### src/sqvb_pkg.sv
// shared types, codes and the quarter-wave sine table of the quad vertex batcher
package sqvb_pkg;

    typedef logic [15:0] tex_id_t;
    typedef logic [16:0] sine_mag_t;

    localparam logic        OP_DRAW     = 1'b0;
    localparam logic        OP_BEGIN    = 1'b1;
    localparam logic [13:0] LIMIT_RESET = 14'd10000;
    localparam logic [15:0] TILING_ONE  = 16'h0100;
    localparam logic [31:0] WHITE       = 32'hFFFF_FFFF;

    function automatic sine_mag_t sine_entry(input logic [4:0] idx);
        sine_mag_t v;
        case (idx)
            5'd0:    v = 17'd0;
            5'd1:    v = 17'd6424;
            5'd2:    v = 17'd12785;
            5'd3:    v = 17'd19024;
            5'd4:    v = 17'd25080;
            5'd5:    v = 17'd30893;
            5'd6:    v = 17'd36410;
            5'd7:    v = 17'd41576;
            5'd8:    v = 17'd46341;
            5'd9:    v = 17'd50660;
            5'd10:   v = 17'd54491;
            5'd11:   v = 17'd57798;
            5'd12:   v = 17'd60547;
            5'd13:   v = 17'd62714;
            5'd14:   v = 17'd64277;
            5'd15:   v = 17'd65220;
            default: v = 17'd65536;
        endcase
        return v;
    endfunction

endpackage

### src/sqvb_sine.sv
// registered sine and cosine of a 16-bit angle by interpolated quarter-wave table
module sqvb_sine (
    input  logic               clk,
    input  logic               en,
    input  logic [15:0]        angle,
    output logic signed [17:0] sin_q,
    output logic signed [17:0] cos_q
);
    import sqvb_pkg::*;

    logic signed [17:0] sin_reg;
    logic signed [17:0] cos_reg;

    function automatic logic signed [17:0] sine16(input logic [15:0] a);
        logic [14:0]        p;
        logic [4:0]         i;
        logic [9:0]         f;
        sine_mag_t          t0;
        sine_mag_t          t1;
        logic [12:0]        d;
        logic [22:0]        prod;
        sine_mag_t          mag;
        logic signed [17:0] sval;
        p = a[14] ? (15'd16384 - {1'b0, a[13:0]}) : {1'b0, a[13:0]};
        i = {1'b0, p[13:10]};
        f = p[9:0];
        t0 = sine_entry(i);
        t1 = sine_entry(i + 5'd1);
        d = 13'(t1 - t0);
        prod = ({10'd0, d} * {13'd0, f}) + 23'd512;
        if (p[14])
        begin
            mag = 17'd65536;
        end
        else
        begin
            mag = t0 + {4'd0, prod[22:10]};
        end
        sval = $signed({1'b0, mag});
        return a[15] ? -sval : sval;
    endfunction

    always_ff @(posedge clk)
    begin
        if (en)
        begin
            sin_reg <= sine16(angle);
            cos_reg <= sine16(angle + 16'd16384);
        end
    end

    assign sin_q = sin_reg;
    assign cos_q = cos_reg;

endmodule

### config.mk
export PLATFORM = sky130hd
export DESIGN_NAME = sqvb_sine
export DESIGN_NICKNAME = d
export VERILOG_FILES = /design/src/sqvb_pkg.sv /design/src/sqvb_sine.sv
export SDC_FILE = /design/constraint.sdc
export NUM_CORES = 1
export LEC_CHECK = 0
export BUFFER_PORTS_ARGS = -buffer_cell sky130_fd_sc_hd__buf_4
export CAP_MARGIN = 10
export CORE_UTILIZATION = 55
export DETAILED_ROUTE_END_ITERATION = 10
export GPL_ROUTABILITY_DRIVEN = 0
export GPL_TIMING_DRIVEN = 0
export PLACE_DENSITY_LB_ADDON = 0.08
export SLEW_MARGIN = 10
export SYNTH_ARGS = -nofsm -noshare
export SYNTH_HDL_FRONTEND = slang
export SYNTH_SLANG_ARGS = --single-unit
### constraint.sdc
create_clock -name clk -period 30.6 [get_ports clk]
set_clock_uncertainty 0.2 [all_clocks]
set_input_delay 1.53 -clock clk [delete_from_list [all_inputs] [get_ports clk]]
set_output_delay 1.53 -clock clk [all_outputs]
set_load 0.02 [all_outputs]
==> qor.yml <==
detailed_routing:
  routedWlPerCell_um: 17.30
  finalWirelength_mm: 39.64
  viasPerCell: 5.851
  drc_errors: 0
  first_iter_violations: 1095
  drtAntennaViolNets: 0
  drt_pass1_iterations: 7
  vias: 13410
timing:
  rsz0062_at_grt: "no"
  maxSlewViolCount: 0
  finalCriticalPeriod_ps: 16910
  tns_ps: 0
  setup_violations: 0
  hold_viol_final: 0
  min_period_over_period_pct: 55.25
  fmax_ghz: 0.05915
  slew_headroom_pct: 22.09
  tightest_slew_ps: 1165
  whs_ps: 1513
synth:
  synth_cell_types: 93
  ys_seq_area_share_pct: 7.157
  synthCells: 1895
  synth_fp_nets: 2286
  synth_top_area_share_pct: 23.06
  synth-edff-count: 36
  async_flop_share_pct: 0
  synth_area_mm2: 0.01510
  ys_seq_elements: 36
  ys.flop_type: "edfxtp_1"
  synth_top_area_cell: "fa_1"
  ys_top_cells_by_area: "fa_1 23%, ha_1 16%, edfxtp_1 7.2%"
  synth_warnings: 0
  syn_avg_cell_area_um2: 7.971
finish:
  final_cells: 2291
  drive_gt1_share_pct: 6.260
  finalInstanceArea_mm2: 0.01602
  fill_cells: 2493
  area_delta_synth_final_pct: 6.031
  fin_nets: 2339
setup_path:
  end_kind: "flop"
  cp.arrival_ps: 16710
  cpMaxStageDelayCell: "xor2_1"
  critPathMaxFanout: 10
  crit_type: "in -> reg"
  critPathLaunchType: "primary input"
  slowest_delay_ps: 790
  cp.required_ps: 30410
status:
  run_status: "finished clean"
min_path:
  holdCritPathClass: "in -> reg"
  holdPathStages: 1
  min-delay-start: "en"
  hold_end: "cos_q[9]"
job:
  cap_viol_max_count: 0
die:
  die_area_mm2: 0.02813
  chipWidth_um: 167.7
  rows: 60
  boundaryPins: 54
  initial_utilization_pct: 56.04
  core_area_mm2: 0.02695
  die_h_um: 167.7
placement:
  dp.cells: 2282
  placed_area_mm2: 0.01588
  portBuffers: 46
  dpl.hpwl_mm: 33.35
clocking:
  cts_hold_buf: 0
  numCtsBuffers: 5
  post_cts_buffers: 0
  clock_sinks: 36
  path_clk_slew_ps: 50
  cts_tree: "built"
  cts_buffer_depth: 2
  cts-root-buf: "clkbuf_16"
  htree_levels: 2
  cts_resized: 0
grt:
  grt_pass1_vias: 13050
  gr-usage-all-layers_pct: 28.99
  grt_pass1_wl_mm: 65.70
  grt_start_max_net_pins: 37
  antenna_found_initial: 0
  gr-total-overflow: 0
[placed cells by master, fill, tap and decap left out, types with 26 or more instances in the layout]
cell type / synthesis / layout
nand2_1: 191 / 191
nor2_1: 236 / 236
ha_1: 199 / 199
inv_1: 266 / 266
clkbuf_1: 41 / 43
edfxtp_1: 36 / 36
xor2_1: 45 / 45
nand3_1: 27 / 27
xnor2_1: 90 / 90
buf_4: 3 / 49
o21ai_0: 76 / 76
fa_1: 174 / 174
nor3_1: 51 / 51
a21oi_1: 84 / 84
and2_1: 26 / 26
[metal layers]
layer,GRT usage [%],up-vias,wire (µm)
li1,-,6442,-
met1,42.52,6379,18410
met2,45.49,525,17410
met3,2.883,59,2998
met4,7.659,0,820
met5,0,-,0
[stage by stage]
step,setup slack (ps),util (%)
final,13690,59.42
after floorplan,16520,-
after global placement,13780,58.91
after CTS,13870,59.41
after global routing,12440,59.41
after detailed placement,13680,58.91
[registers in the layout (all words and copies together), names as in the netlist]
name   cells
sin_q     18
cos_q     18
[cell usage after synthesis, types with 26 or more instances]
| library cell | n |
|---|---|
| a21oi_1 | 84 |
| and2_1 | 26 |
| clkbuf_1 | 41 |
| edfxtp_1 | 36 |
| fa_1 | 174 |
| ha_1 | 199 |
| inv_1 | 266 |
| nand2_1 | 191 |
| nand3_1 | 27 |
| nor2_1 | 236 |
| nor3_1 | 51 |
| o21ai_0 | 76 |
| xnor2_1 | 90 |
| xor2_1 | 45 |
[cell families after synthesis]
logic type	count (synthesis)	synth area share (%)
simple gates	657	20.28
fa+ha+maj	373	39.55
compound gates	346	15.56
buf+inv	339	8.756
xor+xnor	139	8.333
flops	36	7.157
mux	5	0.3727
[cell type report]
class	count	area, µm²	share of cell area [%]
inverters	271	1017	6.352
clock inverters	1	3.754	0.02344
repair buffers	46	345.3	2.156
multi-input cells	1520	12700	79.30
diodes	1	2.502	0.01562
flip-flops and latches	36	1081	6.750
well taps	341	426.7	2.664
plain buffers	68	305.3	1.906
clock buffers	7	132.6	0.8281
[worst max-delay path by stage]
stage / startpoint / endpoint / slack (ps) / cells past startpoint
6_report: angle[0] / cos_q[16] / 13690 / 56
5_1_grt: angle[0] / cos_q[16] / 12440 / 56
4_1_cts: angle[0] / cos_q[16] / 13870 / 56
3_5_place_dp: angle[0] / cos_q[16] / 13680 / 56
3_3_place_gp: angle[0] / cos_q[16] / 13780 / 56
2_1_floorplan: angle[0] / cos_q[16] / 16520 / 55
[critical path: cells and delay by family]
kind            cells  cell delay [ps]
fa+ha+maj          10             4100
buf+inv            11             2910
simple gates       12             2420
xor+xnor            5             1710
compound gates     18             4000
Power is left out: the tool's default activity adds up to more than one toggle a clock period on the data nets, which glitch-free logic cannot reach.
