### src/sqvb_pkg.sv
// shared types, codes and the quarter-wave sine table of the quad vertex batcher
package sqvb_pkg;

    typedef logic [15:0] tex_id_t;
    typedef logic [16:0] sine_mag_t;

    localparam logic        OP_DRAW     = 1'b0;
    localparam logic        OP_BEGIN    = 1'b1;
    localparam logic [13:0] LIMIT_RESET = 14'd10000;
    localparam logic [15:0] TILING_ONE  = 16'h0100;
    localparam logic [31:0] WHITE       = 32'hFFFF_FFFF;

    function automatic sine_mag_t sine_entry(input logic [4:0] idx);
        sine_mag_t v;
        case (idx)
            5'd0:    v = 17'd0;
            5'd1:    v = 17'd6424;
            5'd2:    v = 17'd12785;
            5'd3:    v = 17'd19024;
            5'd4:    v = 17'd25080;
            5'd5:    v = 17'd30893;
            5'd6:    v = 17'd36410;
            5'd7:    v = 17'd41576;
            5'd8:    v = 17'd46341;
            5'd9:    v = 17'd50660;
            5'd10:   v = 17'd54491;
            5'd11:   v = 17'd57798;
            5'd12:   v = 17'd60547;
            5'd13:   v = 17'd62714;
            5'd14:   v = 17'd64277;
            5'd15:   v = 17'd65220;
            default: v = 17'd65536;
        endcase
        return v;
    endfunction

endpackage

### src/sqvb_slot_cell.sv
// one texture slot cell: stored texture id and its match against the query
module sqvb_slot_cell #(
    parameter int CellIdx = 1,
    parameter int SuW     = 6
) (
    input  logic              clk,
    input  sqvb_pkg::tex_id_t query,
    input  logic [SuW-1:0]    slots,
    input  logic              wr_en,
    output logic              match
);
    import sqvb_pkg::*;

    tex_id_t id_reg;

    always_ff @(posedge clk)
    begin
        if (wr_en)
        begin
            id_reg <= query;
        end
    end

    assign match = (SuW'(CellIdx) < slots) && (id_reg == query);

endmodule

### config.mk
export PLATFORM = sky130hd
export DESIGN_NAME = sqvb_slot_cell
export DESIGN_NICKNAME = d
export VERILOG_FILES = /design/src/sqvb_pkg.sv /design/src/sqvb_slot_cell.sv
export SDC_FILE = /design/constraint.sdc
export NUM_CORES = 1
export LEC_CHECK = 0
export CORE_AREA = 2 2 44 46
export CTS_CLUSTER_DIAMETER = 120
export DETAILED_ROUTE_END_ITERATION = 6
export DIE_AREA = 0 0 46 48
export DONT_BUFFER_PORTS = 1
export SLEW_MARGIN = 25
export SYNTH_ARGS = -nofsm -noshare
export SYNTH_HDL_FRONTEND = slang
export SYNTH_SLANG_ARGS = --single-unit
### constraint.sdc
create_clock -name clk -period 4.7 [get_ports clk]
set_input_delay 1.41 -clock clk [delete_from_list [all_inputs] [get_ports clk]]
set_output_delay 1.41 -clock clk [all_outputs]
set_load 0.01 [all_outputs]
==> results of run 1 <==
power by group:
group          internal, mW  switching [mW]  leakage [nW]
logic                0.0112         0.00592        0.0453
registers             0.170         0.00469         0.157
clock network        0.0308          0.0387        0.0154
synthesized netlist by cell type:
cell type  count
nor4_1         2
nand4_1        3
o21ai_1        1
edfxtp_1      16
or4_1          1
xor2_1         4
xnor2_1       12
routing by layer:
| metal | global-route usage | routed length (µm) |
|---|---|---|
| met3 | 0.0566 | 102 |
| met4 | 0.0686 | 0 |
| met5 | 0 | 0 |
| met2 | 0.164 | 488 |
| met1 | 0.116 | 388 |
stage by stage:
step                      cell area (µm²)  worst slack (ns)  hold slack, ns
after floorplan                       664             0.954            1.51
after CTS                             712             0.799            1.20
after detailed placement              686             0.805            1.51
after global placement                686             0.793            1.51
final                                 712             0.845            1.22
after global routing                  712             0.747            1.19
path summary, 6_finish.rpt:
check | slack (ns) | startpoint | end | cells after the start
max | 0.84 | query[8] | match | 4
min | 1.22 | query[0] | id_reg[0]$_DFFE_PP_ | 0
area by class of cell:
cell class                      count  area (µm²)  share of cell area
Clock inverter                      1        3.75             0.00527
Sequential cell                    16         480               0.675
Tap cell                           17        21.3              0.0299
Clock buffer                        3        22.5              0.0316
Multi-Input combinational cell     23         184               0.258
logic make-up after synthesis:
group                     synth area share
DFF                                  0.723
xor gates and xnor gates             0.211
AOI/OAI and AO/OA                  0.00753
and+or+nand+nor                     0.0584
==> summary.txt, run 1 <==
status - completed
critical path class - in -> out
Vias - 317
WP buf/inv - 0
# H-tree levels - 1
PwrDens - 367 mW/mm²
top cell type by total area after synthesis - edfxtp_1
CTS sink cnt - 16
Slowest-stage cell, CP - nor4_1
initial antenna violation count - 0
Mapped Nets - 63
Synth top area share - 0.723
Slew HR - 0.644
hold buffer count at CTS - 0
chip height - 48 µm
post-CTS sizing - 0
Yosys reg bits - 16
Area growth syn-to-layout - 7.16%
startpoint types - input pin
Layout Cells excl Fill - 60
layout cells sized above 1 - 0.0698
Post-CTS Setup Bufs - 0
synth warn - 0
Max Clk Rate - 259 MHz
crit path max fanout - 2
peak supply drop - 0.130 mV
total track usage - 0.107
DR pass1 iterations - 2
post-layout min period - 3.86 ns
max reg flops - 16
Antenna diodes - 0
vias in the first global route - 372
Final setup viols - 0
Fillers - 157
PortBufs - 0
Final Hold Fails - 0
Crit path max-delay family - simple AND/OR/NAND/NOR gates
std cell rows - 15
CP required - 3.29 ns
Detail Route Antenna Nets - 0
endpoint class of the critical path - output pin
Clock Tree Buf Depth - 2
Gate Count Post-Synth - 39
Vias/cell - 5.28
Area contributors post-synth - edfxtp_1, xnor2_1, xor2_1
IO Count - 25
Setup TNS - 0 ns
CP arrival - 2.45 ns
Min-Delay Path Class - in -> reg
RSZ-0062 raised after global routing - no
cell mode on critical path - nor4_1
commonest cells after routing, fill and taps aside - edfxtp_1, xnor2_1, xor2_1
crit share post-route - 0.820
Starting Density - 0.393
global-route wire length before repair - 1.55 mm
drt drc - 0
Max Transition Viols Final - 0
cts bufs inserted - 3
Synth Cell Area - 664 µm²
commonest non-fill, non-tap cell in the layout - edfxtp_1
Layout Nets - 68
Post-Place Cells - 56
Max-Cap Viols - 0
Yosys cell types - 7
placer congestion estimate - 0.640
Die Area - 0.00221 mm²
core area - 0.00169 mm²
final wirelength - 979 µm
clock-pin slew on the worst setup and hold paths - 0.09 ns
CTS tree - built
Initial DRC Count - 9
wire per inst - 16.3 µm
register area share after synthesis - 0.723
max incr delay on CP - 0.52 ns
largest net degree at the start of global routing - 17
CTS root buf - clkbuf_4
crit-path cells - xor2_1, nor4_1, o21ai_1, nor4_1
total congestion overflow - 0
Core Util, Final - 0.421
post-synthesis average cell area - 17.0 µm²
worst-margin pin slew - 0.529 ns
Pleak - 0.217 nW
Die Wd - 46 µm
Final Power - 0.261 mW
(Power assumes the default switching activity.)
==> run 2, diff against run 1 <==
--- a/config.mk
+++ b/config.mk
@@ -5,10 +5,11 @@
 export SDC_FILE = /design/constraint.sdc
 export NUM_CORES = 1
 export LEC_CHECK = 0
-export CORE_AREA = 2 2 44 46
+export ABC_AREA = 1
+export CORE_AREA = 2 2 46 48
 export CTS_CLUSTER_DIAMETER = 120
 export DETAILED_ROUTE_END_ITERATION = 6
-export DIE_AREA = 0 0 46 48
+export DIE_AREA = 0 0 48 50
 export DONT_BUFFER_PORTS = 1
 export SLEW_MARGIN = 25
 export SYNTH_ARGS = -nofsm -noshare
==> constraint.sdc (replaced) <==
create_clock -name clk -period 3.5 [get_ports clk]
set_input_delay 1.05 -clock clk [delete_from_list [all_inputs] [get_ports clk]]
set_output_delay 1.05 -clock clk [all_outputs]
set_load 0.01 [all_outputs]
==> summary.txt, run 2 <==
Die Area - 0.00240 mm²
adder-cell share of the synthesized area - 0
Synth top area share - 0.653
Initial DRC Count - 7
compound-gate portion of the synthesized area - 0
max reg flops - 16
max incr delay on CP - 0.20 ns
endpoint class of the critical path - output pin
synth warn - 0
Antenna diodes - 0
std cell rows - 16
Post-CTS Setup Bufs - 0
critical path class - in -> out
Yosys reg bits - 16
crit share post-route - 0.765
PortBufs - 0
mux contribution to synthesized area - 0
Die Wd - 48 µm
register area share after synthesis - 0.653
detailed placement HPWL - 799 µm
largest net degree at the start of global routing - 17
Simple-Gate Fraction of Synth Area - 0.165
worst-margin pin slew - 0.219 ns
crit path max fanout - 2
Clock Tree Buf Depth - 2
status - completed
Pleak - 0.318 nW
Final Hold Fails - 0
# H-tree levels - 1
ys async rst share - 0
PwrDens - 452 mW/mm²
Layout Nets - 97
final wirelength - 1.02 mm
Min-Delay Path Class - in -> reg
Vias - 418
cell mode on critical path - nor2_1
post-layout min period - 2.68 ns
post-synthesis average cell area - 10.8 µm²
clock-pin slew on the worst setup and hold paths - 0.09 ns
xor/xnor share of the synthesized area - 0.131
peak supply drop - 0.216 mV
CTS root buf - clkbuf_4
core area - 0.00190 mm²
vias in the first global route - 408
CP required - 2.45 ns
Mapped Nets - 92
global-route wire length before repair - 1.68 mm
Starting Density - 0.387
IO Count - 25
total congestion overflow - 0
drt drc - 0
top cell type by total area after synthesis - edfxtp_1
Final setup viols - 0
Setup TNS - 0 ns
initial antenna violation count - 0
Max Clk Rate - 374 MHz
cts bufs inserted - 3
startpoint types - input pin
Yosys cell types - 9
post-CTS sizing - 0
total track usage - 0.102
CP arrival - 1.63 ns
main combinational cell family by area after synthesis - simple AND/OR/NAND/NOR gates
Area growth syn-to-layout - 8.16%
ys flop type - edfxtp_1
Vias/cell - 4.22
DR pass1 iterations - 2
Area contributors post-synth - edfxtp_1, nand2_1, xnor2_1
layout cells sized above 1 - 0.0417
hold buffer count at CTS - 0
Max-Cap Viols - 0
Slew HR - 0.854
post-placement cell area - 769 µm²
Gate Count Post-Synth - 68
final instance area - 796 µm²
crit-path cells - xnor2_1, nand2_1, nor2_1, nand3_1, nor2_1
RSZ-0062 raised after global routing - no
Slowest-stage cell, CP - nor2_1
top-count cell post-synth - nand2_1
Detail Route Antenna Nets - 0
chip height - 50 µm
leading cell types by count after synthesis - nand2_1, edfxtp_1, inv_1
commonest cells after routing, fill and taps aside - nand2_1, edfxtp_1, inv_1
EDFF count, synth - 16
commonest non-fill, non-tap cell in the layout - nand2_1
Max Transition Viols Final - 0
CTS tree - built
placer congestion estimate - 0.651
CTS sink cnt - 16
Fillers - 183
wire per inst - 10.3 µm
Synth Cell Area - 736 µm²
## run 2: changes by cell type in the layout (fill, tap and decap cells not counted), sizes merged, moves of 3 or more
cell	change
nand2	+22
xnor2	-3
inv	+10
nor2	+6
## run 2: cell families (layout without fill, tap and decap cells)
kind of cell | Yosys count | count (layout)
xor+xnor | 11 | 11
buf+inv | 10 | 14
flops | 16 | 16
simple gates | 31 | 31
## run 2: power breakdown
| part | internal [mW] | total [mW] | switching (mW) | leakage [nW] |
|---|---|---|---|---|
| logic | 0.0161 | 0.0277 | 0.0116 | 0.146 |
| clock network | 0.0413 | 0.0982 | 0.0569 | 0.0154 |
| registers | 0.228 | 0.234 | 0.00609 | 0.157 |
| total | 0.285 | 0.360 | 0.0745 | 0.318 |
## run 2: area by class of cell
type	count	area, µm²	area share
well taps	27	33.8	0.0425
clock buffers	3	22.5	0.0283
flip-flops and latches	16	480	0.604
multi-input cells	42	218	0.274
clock inverters	1	3.75	0.00472
inverters	10	37.5	0.0472
## run 2: worst max-delay path: cells and delay by family
| family | cells | cell delay [ns] |
|---|---|---|
| xor gates and xnor gates | 1 | 0.13 |
| and+or+nand+nor | 4 | 0.45 |
## run 2: worst paths after layout
| check | end | cells past startpoint | startpoint |
|---|---|---|---|
| worst max-delay path | match | 5 | query[6] |
| worst min-delay path | id_reg[4]$_DFFE_PP_ | 0 | query[4] |
## run 2: per-stage QoR
stage          hold slack (ns)  cells  power, mW  setup slack (ns)  utilization
5_1_grt                  0.833     99      0.379             0.715        0.418
4_1_cts                  0.844     99      0.367             0.791        0.418
3_5_place_dp              1.15     95      0.267             0.789        0.405
6_report                 0.859     99      0.360             0.824        0.418
3_3_place_gp              1.15     95      0.266             0.794        0.405
2_1_floorplan             1.15     68      0.263             0.897            -
## run 2: metal layers
layer | global-route usage | share of wire | vias to the layer above | wire length, µm
met5 | 0 | 0 | - | 0
met4 | 0.0541 | 0 | 0 | 0
met3 | 0.0403 | 0.063 | 0 | 65
met2 | 0.142 | 0.46 | 9 | 473
met1 | 0.134 | 0.47 | 186 | 486
li1 | - | - | 223 | -
==> run 3, diff against run 2 <==
--- a/config.mk
+++ b/config.mk
@@ -5,11 +5,11 @@
 export SDC_FILE = /design/constraint.sdc
 export NUM_CORES = 1
 export LEC_CHECK = 0
-export ABC_AREA = 1
-export CORE_AREA = 2 2 46 48
+export ABC_AREA = 0
+export CORE_AREA = 2 2 44 46
 export CTS_CLUSTER_DIAMETER = 120
 export DETAILED_ROUTE_END_ITERATION = 6
-export DIE_AREA = 0 0 48 50
+export DIE_AREA = 0 0 46 48
 export DONT_BUFFER_PORTS = 1
 export SLEW_MARGIN = 25
 export SYNTH_ARGS = -nofsm -noshare
==> constraint.sdc (replaced) <==
create_clock -name clk -period 2.8 [get_ports clk]
set_input_delay 0.84 -clock clk [delete_from_list [all_inputs] [get_ports clk]]
set_output_delay 0.84 -clock clk [all_outputs]
set_load 0.01 [all_outputs]
==> summary.txt, run 3 (same netlist as run 1, synthesis figures left out) <==
status - completed
largest net degree at the start of global routing - 17
Max Transition Viols Final - 0
Final Hold Fails - 0
drt drc - 0
Min-Delay Path Class - in -> reg
Area growth syn-to-layout - 8.29%
vias in the first global route - 380
Layout Nets - 69
crit path max fanout - 2
Clock Tree Buf Depth - 2
cts bufs inserted - 3
IO Count - 25
post-placement cell area - 693 µm²
commonest non-fill, non-tap cell in the layout - edfxtp_1
max reg flops - 16
DR pass1 iterations - 3
Vias/cell - 5.39
Pleak - 0.223 nW
critical path class - in -> out
CTS root buf - clkbuf_4
Die Area - 0.00221 mm²
Slew HR - 0.852
Fillers - 160
final instance area - 719 µm²
endpoint class of the critical path - output pin
Final setup viols - 0
total track usage - 0.103
worst-margin pin slew - 0.220 ns
initial antenna violation count - 0
final wirelength - 983 µm
CP arrival - 1.80 ns
crit share post-route - 0.942
wire per inst - 16.1 µm
commonest cells after routing, fill and taps aside - edfxtp_1, xnor2_1, xor2_1
Max Clk Rate - 379 MHz
Antenna diodes - 0
post-CTS sizing - 0
RSZ-0062 raised after global routing - no
CP required - 1.96 ns
chip height - 48 µm
layout cells sized above 1 - 0.0909
clock-pin slew on the worst setup and hold paths - 0.09 ns
Post-CTS Setup Bufs - 0
Initial DRC Count - 5
startpoint types - input pin
Starting Density - 0.393
hold slack - 0.649 ns
peak supply drop - 0.282 mV
Setup TNS - 0 ns
hold buffer count at CTS - 0
Detail Route Antenna Nets - 0
CTS sink cnt - 16
post-layout min period - 2.64 ns
PortBufs - 0
CTS tree - built
Vias - 329
total congestion overflow - 0
# H-tree levels - 1
std cell rows - 15
global-route wire length before repair - 1.50 mm
Max-Cap Viols - 0
core area - 0.00169 mm²
PwrDens - 611 mW/mm²
Die Wd - 46 µm
Storage cell area - 480 µm²
placer congestion estimate - 0.640
area occupied by multi-input gates - 184 µm²
run 3: cell count changes in the layout (fill, tap and decap cells not counted), sizes merged, moves of 3 or more:
cell | before | now
xnor2 | 9 | 12
nand2 | 22 | 0
inv | 10 | 0
nor2 | 6 | 0
run 3: area by class of cell:
cell class,instances,share of cell area
Timing Repair Buffer,1,0.0104
Sequential cell,16,0.668
Clock inverter,1,0.00522
Clock buffer,3,0.0313
Multi-Input combinational cell,23,0.256
Tap cell,17,0.0296
run 3: per-stage QoR:
step	utilization	std cells	worst slack (ns)	total power [mW]
floorplan	-	39	0.194	0.322
global placement	0.410	57	0.146	0.325
detailed placement	0.410	57	0.137	0.328
CTS	0.426	61	0.131	0.450
global route	0.426	61	0.0742	0.462
finish	0.426	61	0.162	0.440
run 3: worst paths after layout:
path	start	end	slack, ns	cells after the start
hold / removal	query[13]	id_reg[13]$_DFFE_PP_	0.65	0
setup / recovery	query[8]	match	0.16	5
run 3: report_power, final:
group	internal [mW]	switching, mW	leakage, nW
clock	0.0517	0.0669	0.0154
sequential	0.285	0.00776	0.157
combinational	0.0188	0.00967	0.0507
total	0.355	0.0843	0.223
run 3: worst max-delay path, stage by stage:
cell	delay (ns)
xor2_1	0.14
nor4_1	0.26
o21ai_1	0.12
nor4_1	0.28
buf_4	0.17
run 3: layer usage:
metal / track usage / share of wire
met1: 0.108 / 0.39
met2: 0.167 / 0.51
met3: 0.0340 / 0.10
met4: 0.0857 / 0
met5: 0 / 0
